## src/rtl/core/multi_stack_shared_free_list_unit_defines.svh

```systemverilog
// Assertion macros for the multi-stack shared free list unit.
// Each macro checks a property on the rising edge of i_clk, with reset held off.
`ifndef MULTI_STACK_SHARED_FREE_LIST_UNIT_DEFINES_SVH
`define MULTI_STACK_SHARED_FREE_LIST_UNIT_DEFINES_SVH
`ifndef SYNTHESIS
`define MSFL_ASSERT_SAME(label, cond, cons, msg) \
    label: assert property (@(posedge i_clk) disable iff (!i_rst_n) (cond) |-> (cons)) \
        else $error(msg);
`define MSFL_ASSERT_NEXT(label, cond, cons, msg) \
    label: assert property (@(posedge i_clk) disable iff (!i_rst_n) (cond) |=> (cons)) \
        else $error(msg);
`else
`define MSFL_ASSERT_SAME(label, cond, cons, msg)
`define MSFL_ASSERT_NEXT(label, cond, cons, msg)
`endif
`endif

```

## src/rtl/core/msfl_pkg.sv

```systemverilog
package msfl_pkg;

    localparam int DEPTH  = 16;
    localparam int STACKS = 3;

    localparam int PTR_W  = $clog2(DEPTH + 1);
    localparam int ADDR_W = $clog2(DEPTH);
    localparam int DATA_W = 32;
    localparam int SID_W  = 2;
    localparam int MASK_W = 3;
    localparam int MASK_N = (STACKS < MASK_W) ? STACKS : MASK_W;

    typedef logic [PTR_W-1:0] t_ptr;

    // null link: one past the last slot
    localparam t_ptr LINK_NULL = PTR_W'(DEPTH);

    localparam logic signed [DATA_W-1:0] EMPTY_POP_VALUE = 32'sh7FFF_FFFF;

    typedef enum logic {
        OP_PUSH = 1'b0,
        OP_POP  = 1'b1
    } t_op;

    typedef enum logic [1:0] {
        ST_OK    = 2'd0,
        ST_FULL  = 2'd1,
        ST_EMPTY = 2'd2
    } t_status;

    typedef struct packed {
        t_op                        operation;
        logic [SID_W-1:0]           stack_id;
        logic signed [DATA_W-1:0]   push_value;
    } t_msfl_in;

    typedef struct packed {
        logic signed [DATA_W-1:0]   popped_value;
        t_status                    status;
        logic                       store_full;
        logic [MASK_W-1:0]          empty_mask;
    } t_msfl_out;

    function automatic logic ptr_ok(input t_ptr p);
        return p < LINK_NULL;
    endfunction

endpackage

```

## src/rtl/core/msfl_ram.sv

```systemverilog
module msfl_ram #(
    parameter int DATA_W  = 32,
    parameter int DEPTH_P = 16,
    parameter int ADDR_W  = $clog2(DEPTH_P)
) (
    input  logic              i_clk,
    input  logic              i_we,
    input  logic [ADDR_W-1:0] i_waddr,
    input  logic [DATA_W-1:0] i_wdata,
    input  logic [ADDR_W-1:0] i_raddr,
    output logic [DATA_W-1:0] o_rdata
);

    logic [DATA_W-1:0] r_mem [DEPTH_P];

    // write port
    always_ff @(posedge i_clk) begin
        if (i_we) begin
            r_mem[i_waddr] <= i_wdata;
        end
    end

    // registered read port
    always_ff @(posedge i_clk) begin
        o_rdata <= r_mem[i_raddr];
    end

endmodule

```

## src/rtl/core/multi_stack_shared_free_list_unit.sv

```systemverilog
// Multi-stack shared free list unit.
// Several LIFO stacks share one store of DEPTH slots. Each slot holds a data
// word (data RAM) and a link to the slot below it (link RAM); free slots are
// chained on one shared free list headed by a register.
// Command channel: a transaction is taken at a rising edge with start high and
// busy low; i_in carries operation, stack_id and push_value.
// Result channel: o_strobe marks the single cycle in which o_out holds the
// result (popped value, status, store_full, empty_mask). The receiver cannot
// stall; it must take the result in that cycle.
// Timing: the accepting edge registers the command and reads the link and data
// RAMs; the execute state writes them back, updates the stack tops and free
// head and registers the result. busy stays high through the execute state,
// so a new command is only taken once the current one is done.
// Reset: stack tops go null and the free head goes to slot zero. A clearing
// pass then walks the link RAM, one slot a cycle, over all DEPTH slots,
// chaining slot i to slot i+1; busy is high throughout and no command is taken.
// The data RAM is not cleared; a pop only returns a slot that a push wrote.
`include "multi_stack_shared_free_list_unit_defines.svh"

module multi_stack_shared_free_list_unit (
    input  logic                i_clk,
    input  logic                i_rst_n,
    input  logic                start,
    input  msfl_pkg::t_msfl_in  i_in,
    output logic                busy,
    output logic                o_strobe,
    output msfl_pkg::t_msfl_out o_out
);
    import msfl_pkg::*;

    typedef enum logic [1:0] {
        S_INIT,
        S_IDLE,
        S_EXEC
    } t_state;

    t_state    r_state,    n_state;
    t_ptr      r_init_cnt, n_init_cnt;
    t_ptr      r_free,     n_free;
    t_ptr      r_top [STACKS];
    t_ptr      n_top [STACKS];
    t_op       r_op,       n_op;
    logic [SID_W-1:0] r_sid, n_sid;
    logic signed [DATA_W-1:0] r_val, n_val;
    logic      r_exists,   n_exists;
    t_ptr      r_top_sel,  n_top_sel;
    logic      r_strobe,   n_strobe;
    t_msfl_out r_out,      n_out;

    // command decode at the accepting edge
    t_ptr              top_sel;
    logic              exists;
    t_ptr              rd_ptr;
    logic [ADDR_W-1:0] rd_addr;

    // RAM ports
    logic              link_we;
    logic [ADDR_W-1:0] link_waddr;
    t_ptr              link_wdata;
    t_ptr              link_rdata;
    logic              data_we;
    logic [ADDR_W-1:0] data_waddr;
    logic [DATA_W-1:0] data_wdata;
    logic [DATA_W-1:0] data_rdata;

    msfl_ram #(
        .DATA_W  (PTR_W),
        .DEPTH_P (DEPTH),
        .ADDR_W  (ADDR_W)
    ) u_link_ram (
        .i_clk   (i_clk),
        .i_we    (link_we),
        .i_waddr (link_waddr),
        .i_wdata (link_wdata),
        .i_raddr (rd_addr),
        .o_rdata (link_rdata)
    );

    msfl_ram #(
        .DATA_W  (DATA_W),
        .DEPTH_P (DEPTH),
        .ADDR_W  (ADDR_W)
    ) u_data_ram (
        .i_clk   (i_clk),
        .i_we    (data_we),
        .i_waddr (data_waddr),
        .i_wdata (data_wdata),
        .i_raddr (rd_addr),
        .o_rdata (data_rdata)
    );

    // select the addressed stack top; a stack that does not exist reads null
    always_comb begin
        top_sel = LINK_NULL;
        exists  = 1'b0;
        for (int s = 0; s < STACKS; s++) begin
            if (int'(i_in.stack_id) == s) begin
                top_sel = r_top[s];
                exists  = 1'b1;
            end
        end
    end

    // push reads the free head, pop reads the stack top; drive zero for null
    assign rd_ptr  = (i_in.operation == OP_POP) ? top_sel : r_free;
    assign rd_addr = ptr_ok(rd_ptr) ? rd_ptr[ADDR_W-1:0] : '0;

    always_comb begin
        n_state    = r_state;
        n_init_cnt = r_init_cnt;
        n_free     = r_free;
        n_top      = r_top;
        n_op       = r_op;
        n_sid      = r_sid;
        n_val      = r_val;
        n_exists   = r_exists;
        n_top_sel  = r_top_sel;
        n_strobe   = 1'b0;
        n_out      = r_out;

        link_we    = 1'b0;
        link_waddr = '0;
        link_wdata = '0;
        data_we    = 1'b0;
        data_waddr = '0;
        data_wdata = r_val;

        unique case (r_state)
            S_INIT: begin
                // chain slot i to slot i+1; the last slot lands on null
                link_we    = 1'b1;
                link_waddr = r_init_cnt[ADDR_W-1:0];
                link_wdata = r_init_cnt + t_ptr'(1);
                n_init_cnt = r_init_cnt + t_ptr'(1);
                if (r_init_cnt == t_ptr'(DEPTH - 1)) begin
                    n_state = S_IDLE;
                end
            end
            S_IDLE: begin
                if (start) begin
                    n_op      = i_in.operation;
                    n_sid     = i_in.stack_id;
                    n_val     = i_in.push_value;
                    n_exists  = exists;
                    n_top_sel = top_sel;
                    n_state   = S_EXEC;
                end
            end
            S_EXEC: begin
                n_out.popped_value = '0;
                n_out.status       = ST_OK;
                if (r_op == OP_PUSH) begin
                    if (r_exists && !ptr_ok(r_free)) begin
                        n_out.status = ST_FULL;
                    end else if (r_exists) begin
                        // link the free head on top of the stack, advance free head
                        link_we    = 1'b1;
                        link_waddr = r_free[ADDR_W-1:0];
                        link_wdata = r_top_sel;
                        data_we    = 1'b1;
                        data_waddr = r_free[ADDR_W-1:0];
                        n_free     = link_rdata;
                        for (int s = 0; s < STACKS; s++) begin
                            if (int'(r_sid) == s) begin
                                n_top[s] = r_free;
                            end
                        end
                    end
                end else begin
                    if (!ptr_ok(r_top_sel)) begin
                        n_out.status       = ST_EMPTY;
                        n_out.popped_value = EMPTY_POP_VALUE;
                    end else begin
                        // unlink the top slot and return it to the free list
                        n_out.popped_value = data_rdata;
                        link_we    = 1'b1;
                        link_waddr = r_top_sel[ADDR_W-1:0];
                        link_wdata = r_free;
                        n_free     = r_top_sel;
                        for (int s = 0; s < STACKS; s++) begin
                            if (int'(r_sid) == s) begin
                                n_top[s] = link_rdata;
                            end
                        end
                    end
                end
                n_out.store_full = !ptr_ok(n_free);
                n_out.empty_mask = '0;
                for (int s = 0; s < MASK_N; s++) begin
                    n_out.empty_mask[s] = !ptr_ok(n_top[s]);
                end
                n_strobe = 1'b1;
                n_state  = S_IDLE;
            end
            default: begin
                n_state = S_INIT;
            end
        endcase
    end

    always_ff @(posedge i_clk) begin
        if (!i_rst_n) begin
            r_state    <= S_INIT;
            r_init_cnt <= '0;
            r_free     <= '0;
            for (int s = 0; s < STACKS; s++) begin
                r_top[s] <= LINK_NULL;
            end
            r_strobe   <= 1'b0;
        end else begin
            r_state    <= n_state;
            r_init_cnt <= n_init_cnt;
            r_free     <= n_free;
            r_top      <= n_top;
            r_strobe   <= n_strobe;
        end
        // payload: no reset
        r_op      <= n_op;
        r_sid     <= n_sid;
        r_val     <= n_val;
        r_exists  <= n_exists;
        r_top_sel <= n_top_sel;
        r_out     <= n_out;
    end

    assign busy     = (r_state != S_IDLE);
    assign o_strobe = r_strobe;
    assign o_out    = r_out;

    `MSFL_ASSERT_NEXT(a_accept_exec, start && !busy, r_state == S_EXEC, "accept did not enter execute")
    `MSFL_ASSERT_NEXT(a_exec_strobe, r_state == S_EXEC, o_strobe && !busy, "execute gave no result")
    `MSFL_ASSERT_SAME(a_full_flag, o_strobe && o_out.status == ST_FULL, o_out.store_full, "refused push without store_full")
    `MSFL_ASSERT_SAME(a_empty_val, o_strobe && o_out.status == ST_EMPTY, o_out.popped_value == EMPTY_POP_VALUE, "empty pop value wrong")
    `MSFL_ASSERT_SAME(a_strobe_idle, o_strobe, r_state == S_IDLE, "result outside idle")

endmodule
```

## config.mk

```make
export PLATFORM = sky130hd
export DESIGN_NAME = multi_stack_shared_free_list_unit
export DESIGN_NICKNAME = d
export VERILOG_FILES = /design/src/rtl/core/msfl_pkg.sv /design/src/rtl/core/msfl_ram.sv /design/src/rtl/core/multi_stack_shared_free_list_unit.sv
export VERILOG_INCLUDE_DIRS = /design/src /design/src/rtl/core
export SDC_FILE = /design/constraint.sdc
export NUM_CORES = 1
export LEC_CHECK = 0
export BUFFER_PORTS_ARGS = -buffer_cell sky130_fd_sc_hd__buf_2
export CAP_MARGIN = 30
export CORE_UTILIZATION = 28
export CTS_CLUSTER_DIAMETER = 50
export DETAILED_ROUTE_END_ITERATION = 8
export PLACE_DENSITY = 0.44
export SYNTH_ARGS = -nofsm -noshare
export SYNTH_HDL_FRONTEND = slang
export SYNTH_SLANG_ARGS = --single-unit
```

## constraint.sdc

```tcl
create_clock -name i_clk -period 14.85 [get_ports i_clk]
set_clock_uncertainty 0.1 [all_clocks]
set_input_delay 2.97 -clock i_clk [delete_from_list [all_inputs] [get_ports i_clk]]
set_output_delay 2.97 -clock i_clk [all_outputs]
set_load 0.03 [all_outputs]
```

Yosys cells after proc, flatten, opt, wreduce, memory -nomap -nowiden --
Memory sizes are Yosys's and may differ from the RTL's. A register that Yosys moved wholly into a read port is not among the register bits. Cells that the tools add are included.
Operators by class: add/sub/neg operators 1, $mul 0, divide/modulo/power cells 0, order comparisons 7, eq/ne operators 10, shift operators 0, mux-type cells 53, bitwise operators 0, reduce and logical (&&, ||, !) cells 13
Operators with widths (number):
- $mux 5 | 19
- $mux 15 | 5
- $lt 5x5->1 const B | 7
- $mux 31 | 1
- $mux 4 | 7
- $mux 1 | 13
- $eq 2x2->1 const B | 5
- $pmux 5 s2 | 1
- $mux 2 | 4
- $pmux 4 s2 | 1
- $logic_not 2->1 | 3
- $pmux 2 s3 | 1
- $reduce_and 2->1 | 3
- $add 5x1->5 const B | 1
- $eq 5x4->1 const B | 1
- $logic_not 1->1 | 5
- $ne 2x2->1 const B | 2
- $eq 2x1->1 const B | 1
- $ne 2x1->1 const B | 1
- $pmux 1 s2 | 1
- $reduce_or 2->1 | 1
- $logic_and 1x1->1 | 1
Storage, ports and cells: flip-flop bits (word level) 107, bits in latches 0, RAM bits 592, memory bits (read-only) 0, logic and storage cells 103, memories kept 2
Memory list:
- u_data_ram.r_mem | depth 16, bits a word 32, read ports 1, clocked after memory_dff 1, write ports 1, line msfl_ram.sv:14 | logic [DATA_W-1:0] r_mem [DEPTH_P];
- u_link_ram.r_mem | depth 16, bits a word 5, read ports 1, clocked after memory_dff 1, write ports 1, line msfl_ram.sv:14

Longest topological paths before layout --
Gate-level depths: netlist of run 1.
depth in word-level cells 8, gate-level depth with buffers 12, depth with buffers taken out 8

By module --
From an unflattened synthesis of run 1, not the netlist that was laid out.
Unflattened totals: cells, all modules 1346, area total of the unflattened synthesis 27562.7 um^2
By module, submodules not included:
- msfl_ram at u_data_ram | times used 1, cells an instance 838, area each 19835.3 um^2, sequential area each 16015.4 um^2
- multi_stack_shared_free_list_unit | times used 1, cells an instance 353, area each 4514.3 um^2, sequential area each 2932.8 um^2
- msfl_ram at u_link_ram | times used 1, cells an instance 155, area each 3213.1 um^2, sequential area each 2502.4 um^2

Least setup slack after synthesis of run 1 --
OpenSTA, ideal clock, no wires.
path type input -> register, start point input start, end point register r_val[0], in the netlist data_wdata[0] (enable), arrival 4.743 ns, setup slack 9.566 ns, stages on the path 2, buffers on the path 0, cell sequence inv_1 -> nor2_1
On the way: word-level cells in the longest chain between the ends 1
Ends and longest elaborated chain:
- start: declaration | line multi_stack_shared_free_list_unit.sv:23 | input logic start,
- $reduce_and 2->1 (no source line)
- end signal: assignment | line multi_stack_shared_free_list_unit.sv:220 | r_val <= n_val;
- end: declaration | line multi_stack_shared_free_list_unit.sv:44 | logic signed [DATA_W-1:0] r_val, n_val;
No other way between the ends. A chain may end at the register's enable or synchronous reset.

Worst setup path in the final report of run 1 --
start point input i_in[32] (netlist bit), end point register u_data_ram.o_rdata[17] (read register of u_data_ram.r_mem)
On the way: word-level cells in the longest chain between the ends 7, elaborated cells on any way between the ends 9
Ends and longest elaborated chain:
- start: declaration | line multi_stack_shared_free_list_unit.sv:24 | input msfl_pkg::t_msfl_in i_in,
- $logic_not 2->1 | line multi_stack_shared_free_list_unit.sv:97 | if (int'(i_in.stack_id) == s) begin
- $mux 5 (2 in series) | line multi_stack_shared_free_list_unit.sv:97
- $mux 5 * | line multi_stack_shared_free_list_unit.sv:97
- $mux 5 * | line multi_stack_shared_free_list_unit.sv:105 | assign rd_ptr = (i_in.operation == OP_POP) ? top_sel : r_free;
- $lt 5x5->1 | line msfl_pkg.sv:45 | return p < LINK_NULL;
- $mux 4 * | line multi_stack_shared_free_list_unit.sv:106 | assign rd_addr = ptr_ok(rd_ptr) ? rd_ptr[ADDR_W-1:0] : '0;
- end: declaration | line msfl_ram.sv:11 | output logic [DATA_W-1:0] o_rdata
Mark *: on every way between the ends. The rest lies on a longest branch, timed or not.

==> results of run 1 <==
## per-layer routing
layer | routed length (µm) | global-route usage [%]
met5 | 0 | 0
met3 | 3730 | 2.37
met2 | 36900 | 24.6
met1 | 36700 | 21.4
met4 | 1440 | 3.99
## flip-flops by register name, summed over array words and instances, names as in the netlist, 2 cells and up
name,flops
u_data_ram.r_mem,512
r_free,5
u_link_ram.o_rdata,5
r_init_cnt,5
r_sid,2
r_state,2
r_top_sel,5
o_out,38
u_data_ram.o_rdata,32
r_top,15
u_link_ram.r_mem,80
data_wdata,32
## logic make-up after synthesis
| group | after synthesis | synth area share [%] |
|---|---|---|
| flops | 736 | 75.4 |
| fa+ha+maj | 5 | 0.220 |
| xor+xnor | 4 | 0.123 |
| mux | 148 | 5.21 |
| buf+inv | 139 | 2.52 |
| simple gates | 223 | 3.55 |
| compound gates | 439 | 12.9 |
## worst paths after layout
kind | start | cells after the start | slack [ps] | to
min | r_init_cnt[4] | 1 | 400 | r_init_cnt[4]
max reg2reg | r_state[1] | 8 | 10740 | u_data_ram.r_mem[2][24]
max | i_in[32] | 10 | 8770 | u_data_ram.o_rdata[17]
min reg2reg | r_init_cnt[4] | 1 | 400 | r_init_cnt[4]
## power by group through the flow
| stage | logic (µW) | clock network, µW | registers (µW) |
|---|---|---|---|
| after floorplan | 48.1 | 0 | 2290 |
| after global placement | 76.9 | 0 | 2300 |
| after detailed placement | 78.2 | 0 | 2300 |
| after CTS | 78.6 | 2420 | 2260 |
| after global routing | 84.3 | 2510 | 2260 |
| final | 77.7 | 2370 | 2260 |
## metrics by stage
stage / utilization, % / area (µm²) / cells / setup slack (ps)
detailed placement: 30.2 / 30300 / 3038 / 8080
global placement: 30.2 / 30300 / 3037 / 8110
finish: 33.6 / 33700 / 3223 / 8770
global route: 33.6 / 33700 / 3223 / 8560
floorplan: - / 28400 / 1694 / 9570
CTS: 33.6 / 33700 / 3222 / 8750
## synthesized netlist by cell type (all sizes together), types with 2 or more instances
| master | instances |
|---|---|
| mux2i | 148 |
| o21ai | 11 |
| a211oi | 2 |
| nand3 | 7 |
| nor2b | 10 |
| or2 | 6 |
| o21a | 32 |
| a2bb2oi | 2 |
| a22oi | 17 |
| o31ai | 2 |
| and2 | 14 |
| ha | 5 |
| xnor2 | 3 |
| nand2b | 10 |
| o221ai | 147 |
| a21o | 2 |
| a22o | 38 |
| edfxtp | 671 |
| nor3b | 3 |
| inv | 11 |
| nor2 | 117 |
| clkbuf | 51 |
| o211ai | 148 |
| nand2 | 40 |
| nor3 | 7 |
| or3 | 2 |
| a21oi | 11 |
| nand3b | 5 |
| buf | 77 |
| a222oi | 4 |
| o211a | 13 |
| dfxtp | 65 |
## cell type report
class	count	area, µm²
inverter	11	41.3
multi-input combinational	819	6420
clock buffer	117	2570
fill	9579	66600
tap	1357	1700
sequential	736	21500
timing repair buffer	116	743
clock inverter	67	747
## worst max-delay path, delay by kind of cell
family,cells,cell delay [ps]
AO/OA/AOI/OAI,4,1650
adder cells (fa/ha/maj),1,260
buffers and inverters,3,830
multiplexers,1,340
AND/OR/NAND/NOR,1,190
==> impl_metrics.py, run 1 <==
metrics = {
    "clock_tree": {
        "cts-buffers-inserted": 98,
        "clk_latency_ps": 660,
        "post_cts.repair.setup_buffers": 0,
        "cts_max_level": 3,
        "cts_root_buf": "clkbuf_16",
        "hold_buffers": 0,
        "cts_resized": 0,
        "cts_tree": "yes",
        "clockBufferDepth": 3,
        "clk_pin_slew_worst_paths_ps": 60,
        "clock_sinks": 736,
    },
    "sta": {
        "timing.fmax_ghz": 0.164,
        "tightestPinTransition_ps": 1080,
        "finalSetupViolations": 0,
        "fin_tns_setup_ps": 0,
        "min_period_ps": 6080,
        "maxSlewHeadroom_pct": 28.0,
        "finalMaxSlewViolations": 0,
        "whs_ps": 399,
        "rsz0062_at_grt": "no",
        "finalHoldViolations": 0,
        "fin_crit_sh_pct": 41.0,
    },
    "floorplanning": {
        "die_w_um": 321,
        "die_y_um": 321,
        "core.rowCount": 116,
        "core_area_um2": 100000,
        "die-area_um2": 103000,
        "start_util_pct": 28.3,
        "ioPinCount": 78,
    },
    "setup_path": {
        "crit_type": "primary input to register",
        "crit_path_top_delay_cell": "a22oi_2",
        "crit_required_ps": 15290,
        "end_kind": "register",
        "arrival_ps": 6520,
        "worst-path-max-fanout": 158,
        "cp-start-kind": "primary input",
        "crit_chain": "buf_2 -> inv_1 -> ha_1 -> nor3b_2 -> o311a_4 -> a22oi_2 -> buf_12 -> mux2i_1 -> o221ai_2 -> a22o_1",
        "slowest_delay_ps": 830,
    },
    "route": {
        "drtIter0Drc": 1248,
        "drc": 0,
        "vias": 15900,
        "drtAntennaViolNets": 0,
        "drtPass1Iterations": 8,
        "via_per_inst": 4.92,
        "wl_per_cell_um": 24.5,
        "routed_wirelength_mm": 78.8,
    },
    "logic_synthesis": {
        "synth.area.top_cells": "edfxtp_1 (71%), mux2i_1 (5.2%), dfxtp_1 (4.6%)",
        "ys_types": 55,
        "synth_top_area_share_pct": 70.9,
        "syn_inst": 1694,
        "yosysWarnings": 0,
        "synth_edf_count": 671,
        "ys_ff_latch": 736,
        "synthesis.area_um2": 28400,
        "synth-main-ff-cell": "edfxtp_1",
        "synth_fp_nets": 1737,
        "yosysSeqAreaShare_pct": 75.4,
        "synthArstFlopShare_pct": 0,
        "syn_area_per_cell_um2": 16.8,
        "yosysTopAreaCell": "edfxtp_1",
    },
    "power_and_ir_drop": {
        "pwr-share-seq_pct": 48.0,
        "power_density_nw_per_um2": 140,
        "total_power_uw": 4700,
        "combPwrFrac_pct": 1.7,
        "p_clk_share_pct": 50.4,
        "switching_share_pct": 21.2,
        "p_leak_uw": 0.0117,
        "vdd.ir_drop.worst_mv": 0.104,
        "switchingPower_uw": 995,
        "internal_power_uw": 3700,
    },
    "finish": {
        "fin_nets": 1825,
        "drive_above_1_share_pct": 17.6,
        "layout_common_cells": "edfxtp_1 (671), mux2i_1 (148), o211ai_1 (148)",
        "final_common_cell": "edfxtp_1",
        "diodes": 0,
        "syn_to_final_growth_pct": 18.5,
    },
    "status": {
        "status": "completed",
    },
    "grt": {
        "track_usage_pct": 15.3,
        "grt_max_degree": 159,
        "antenna_found_initial": 3,
        "grt_pass1_vias": 16100,
        "grt.overflow.total": 0,
        "grt_pass1_wl_mm": 114,
    },
    "worst_hold_path": {
        "hold_path.class": "register to register",
    },
    "place": {
        "portBuffers": 77,
        "dp.final_hpwl_mm": 37.1,
        "gp_congestion": 0.743,
    },
    "run": {
        "maxCapViolCount": 0,
    },
}
Note: power is estimated with default switching activity, not from simulation.
==> run 2: changes to the inputs <==
==> constraint.sdc (replaced) <==
create_clock -name i_clk -period 5.8 [get_ports i_clk]
set_clock_uncertainty 0.1 [all_clocks]
set_input_delay 1.16 -clock i_clk [delete_from_list [all_inputs] [get_ports i_clk]]
set_output_delay 1.16 -clock i_clk [all_outputs]
set_load 0.03 [all_outputs]
==> run 2 against run 1 <==
Via count about the same. Clock power rose by 140%. Design area fell by 0.35%. Combinational power rose to 2.6 times the previous value. Highest routed layer unchanged. Total power up 150%. Critical path type is now register to register. Cell count barely moved. Non-clock buffer count grew 11. Sequential power increased to 2.6 times the previous value. Critical endpoint is now u_link_ram.r_mem[4][2]. Register-to-register slack got worse by 8800 ps. Clock-buffer cell count is 6 lower. Flip-flop and latch count stayed put.
==> impl_metrics.py, run 2 (same netlist as run 1, synthesis figures left out) <==
metrics = {
    "route": {
        "drtIter0Drc": 1375,
        "drtAntennaViolNets": 0,
        "wl_per_cell_um": 24.0,
        "drc": 0,
        "drtPass1Iterations": 5,
        "routed_wirelength_mm": 77.3,
        "via_per_inst": 4.92,
        "vias": 15900,
    },
    "clock_tree": {
        "cts_root_buf": "clkbuf_16",
        "cts_resized": 0,
        "clockBufferDepth": 3,
        "cts-buffers-inserted": 92,
        "cts_max_level": 3,
        "clock_sinks": 736,
        "cts_tree": "yes",
        "hold_buffers": 0,
        "post_cts.repair.setup_buffers": 0,
        "clk_pin_slew_worst_paths_ps": 50,
        "clk_latency_ps": 640,
    },
    "setup_path": {
        "r2r_end": "u_link_ram.r_mem[4][2]",
        "slowest_delay_ps": 670,
        "crit_required_ps": 5950,
        "worst-path-max-fanout": 46,
        "critPathLaunch": "r_state[1]",
        "r2r_start": "r_state[1]",
        "reg2reg_depth": 7,
        "crit_path_top_delay_cell": "buf_4",
        "arrival_ps": 4040,
        "crit_type": "register to register",
        "reg2reg_slack_ps": 1910,
        "crit_chain": "nand2b_1 -> inv_2 -> buf_4 -> and2_1 -> a222oi_1 -> or2_2 -> nor3_1",
        "cp-start-kind": "register",
        "end_kind": "register",
    },
    "sta": {
        "rsz0062_at_grt": "no",
        "min_period_ps": 3890,
        "timing.fmax_ghz": 0.257,
        "finalHoldViolations": 0,
        "maxSlewHeadroom_pct": 31.7,
        "fin_crit_sh_pct": 67.0,
        "finalMaxSlewViolations": 0,
        "finalSetupViolations": 0,
        "whs_ps": 407,
        "tightestPinTransition_ps": 1020,
        "fin_tns_setup_ps": 0,
    },
    "finish": {
        "fin_nets": 1830,
        "largest_reg_flops": 512,
        "largest_register": "u_data_ram.r_mem",
        "drive_above_1_share_pct": 18.0,
        "diodes": 0,
        "syn_to_final_growth_pct": 18.0,
        "layout_common_cells": "edfxtp_1 (671), mux2i_1 (148), o211ai_1 (148)",
        "fillers": 9574,
        "final_common_cell": "edfxtp_1",
    },
    "worst_hold_path": {
        "worstHoldPathCells": 1,
        "holdPathEnd": "r_init_cnt[4]",
        "hold_path.class": "register to register",
        "min_from": "r_init_cnt[4]",
    },
    "grt": {
        "track_usage_pct": 14.9,
        "grt_max_degree": 106,
        "grt.overflow.total": 0,
        "grt_pass1_vias": 16100,
        "antenna_found_initial": 2,
        "grt_pass1_wl_mm": 113,
    },
    "power_and_ir_drop": {
        "pwr-share-seq_pct": 49.4,
        "p_leak_uw": 0.0116,
        "switchingPower_uw": 2440,
        "power_density_nw_per_um2": 348,
        "combPwrFrac_pct": 1.7,
        "internal_power_uw": 9250,
        "switching_share_pct": 20.8,
        "p_clk_share_pct": 48.9,
        "vdd.ir_drop.worst_mv": 0.174,
    },
    "floorplanning": {
        "die-area_um2": 103000,
        "start_util_pct": 28.3,
        "die_w_um": 321,
        "ioPinCount": 78,
        "die_y_um": 321,
        "core_area_um2": 100000,
        "core.rowCount": 116,
    },
    "status": {
        "status": "completed",
    },
    "place": {
        "portBuffers": 77,
        "gp_congestion": 0.754,
        "dp.final_hpwl_mm": 41.7,
    },
    "run": {
        "maxCapViolCount": 0,
    },
}
run 2: area by class of cell:
class | instances | area (µm²) | area share [%]
Clock buffer | 111 | 2430 | 7.25
Clock inverter | 61 | 633 | 1.89
Inverter | 11 | 41.3 | 0.123
Multi-Input combinational cell | 819 | 6420 | 19.1
Sequential cell | 736 | 21500 | 63.9
Tap cell | 1357 | 1700 | 5.06
Timing Repair Buffer | 127 | 881 | 2.62
run 2: power by group through the flow:
stage | Combinational (µW) | Sequential (µW) | Clock [µW]
after global placement | 199 | 5890 | 0
after global routing | 217 | 5770 | 6040
after floorplan | 123 | 5870 | 0
final | 200 | 5770 | 5720
after detailed placement | 202 | 5890 | 0
after CTS | 203 | 5770 | 5860
run 2: how the worst max path moves through the flow:
| stage | slack (ps) | to | depth (start not counted) |
|---|---|---|---|
| after floorplan | 960 | u_data_ram.r_mem[9][0] | 4 |
| after global placement | 1460 | u_link_ram.o_rdata[3] | 10 |
| after detailed placement | 1400 | u_link_ram.o_rdata[1] | 10 |
| after CTS | 1840 | u_link_ram.r_mem[4][2] | 7 |
| after global routing | 1590 | u_link_ram.r_mem[4][0] | 7 |
| final | 1910 | u_link_ram.r_mem[4][2] | 7 |
run 2: metrics by stage:
stage | area (µm²) | setup slack, ps | power (µW) | util (%) | instances
floorplan | 28400 | 956 | 5990 | - | 1694
global placement | 30500 | 1460 | 6080 | 30.4 | 3049
finish | 33600 | 1910 | 11700 | 33.5 | 3222
global route | 33600 | 1590 | 12000 | 33.5 | 3222
CTS | 33600 | 1840 | 11800 | 33.5 | 3222
detailed placement | 30500 | 1400 | 6090 | 30.4 | 3050
run 2: critical path: cells and delay by family (launching register included):
kind / cells / cell delay (ps)
and+or+nand+nor: 4 / 1770
DFF: 1 / 570
AOI/OAI and AO/OA: 1 / 260
buffers and inverters: 2 / 790
run 2: metal layers:
layer,global-route usage (%),vias to the layer above,wire [µm]
li1,-,7103,-
met1,20.8,8236,35800
met2,24.0,422,36300
met3,2.25,101,3650
met4,4.00,0,1570
met5,0,-,0
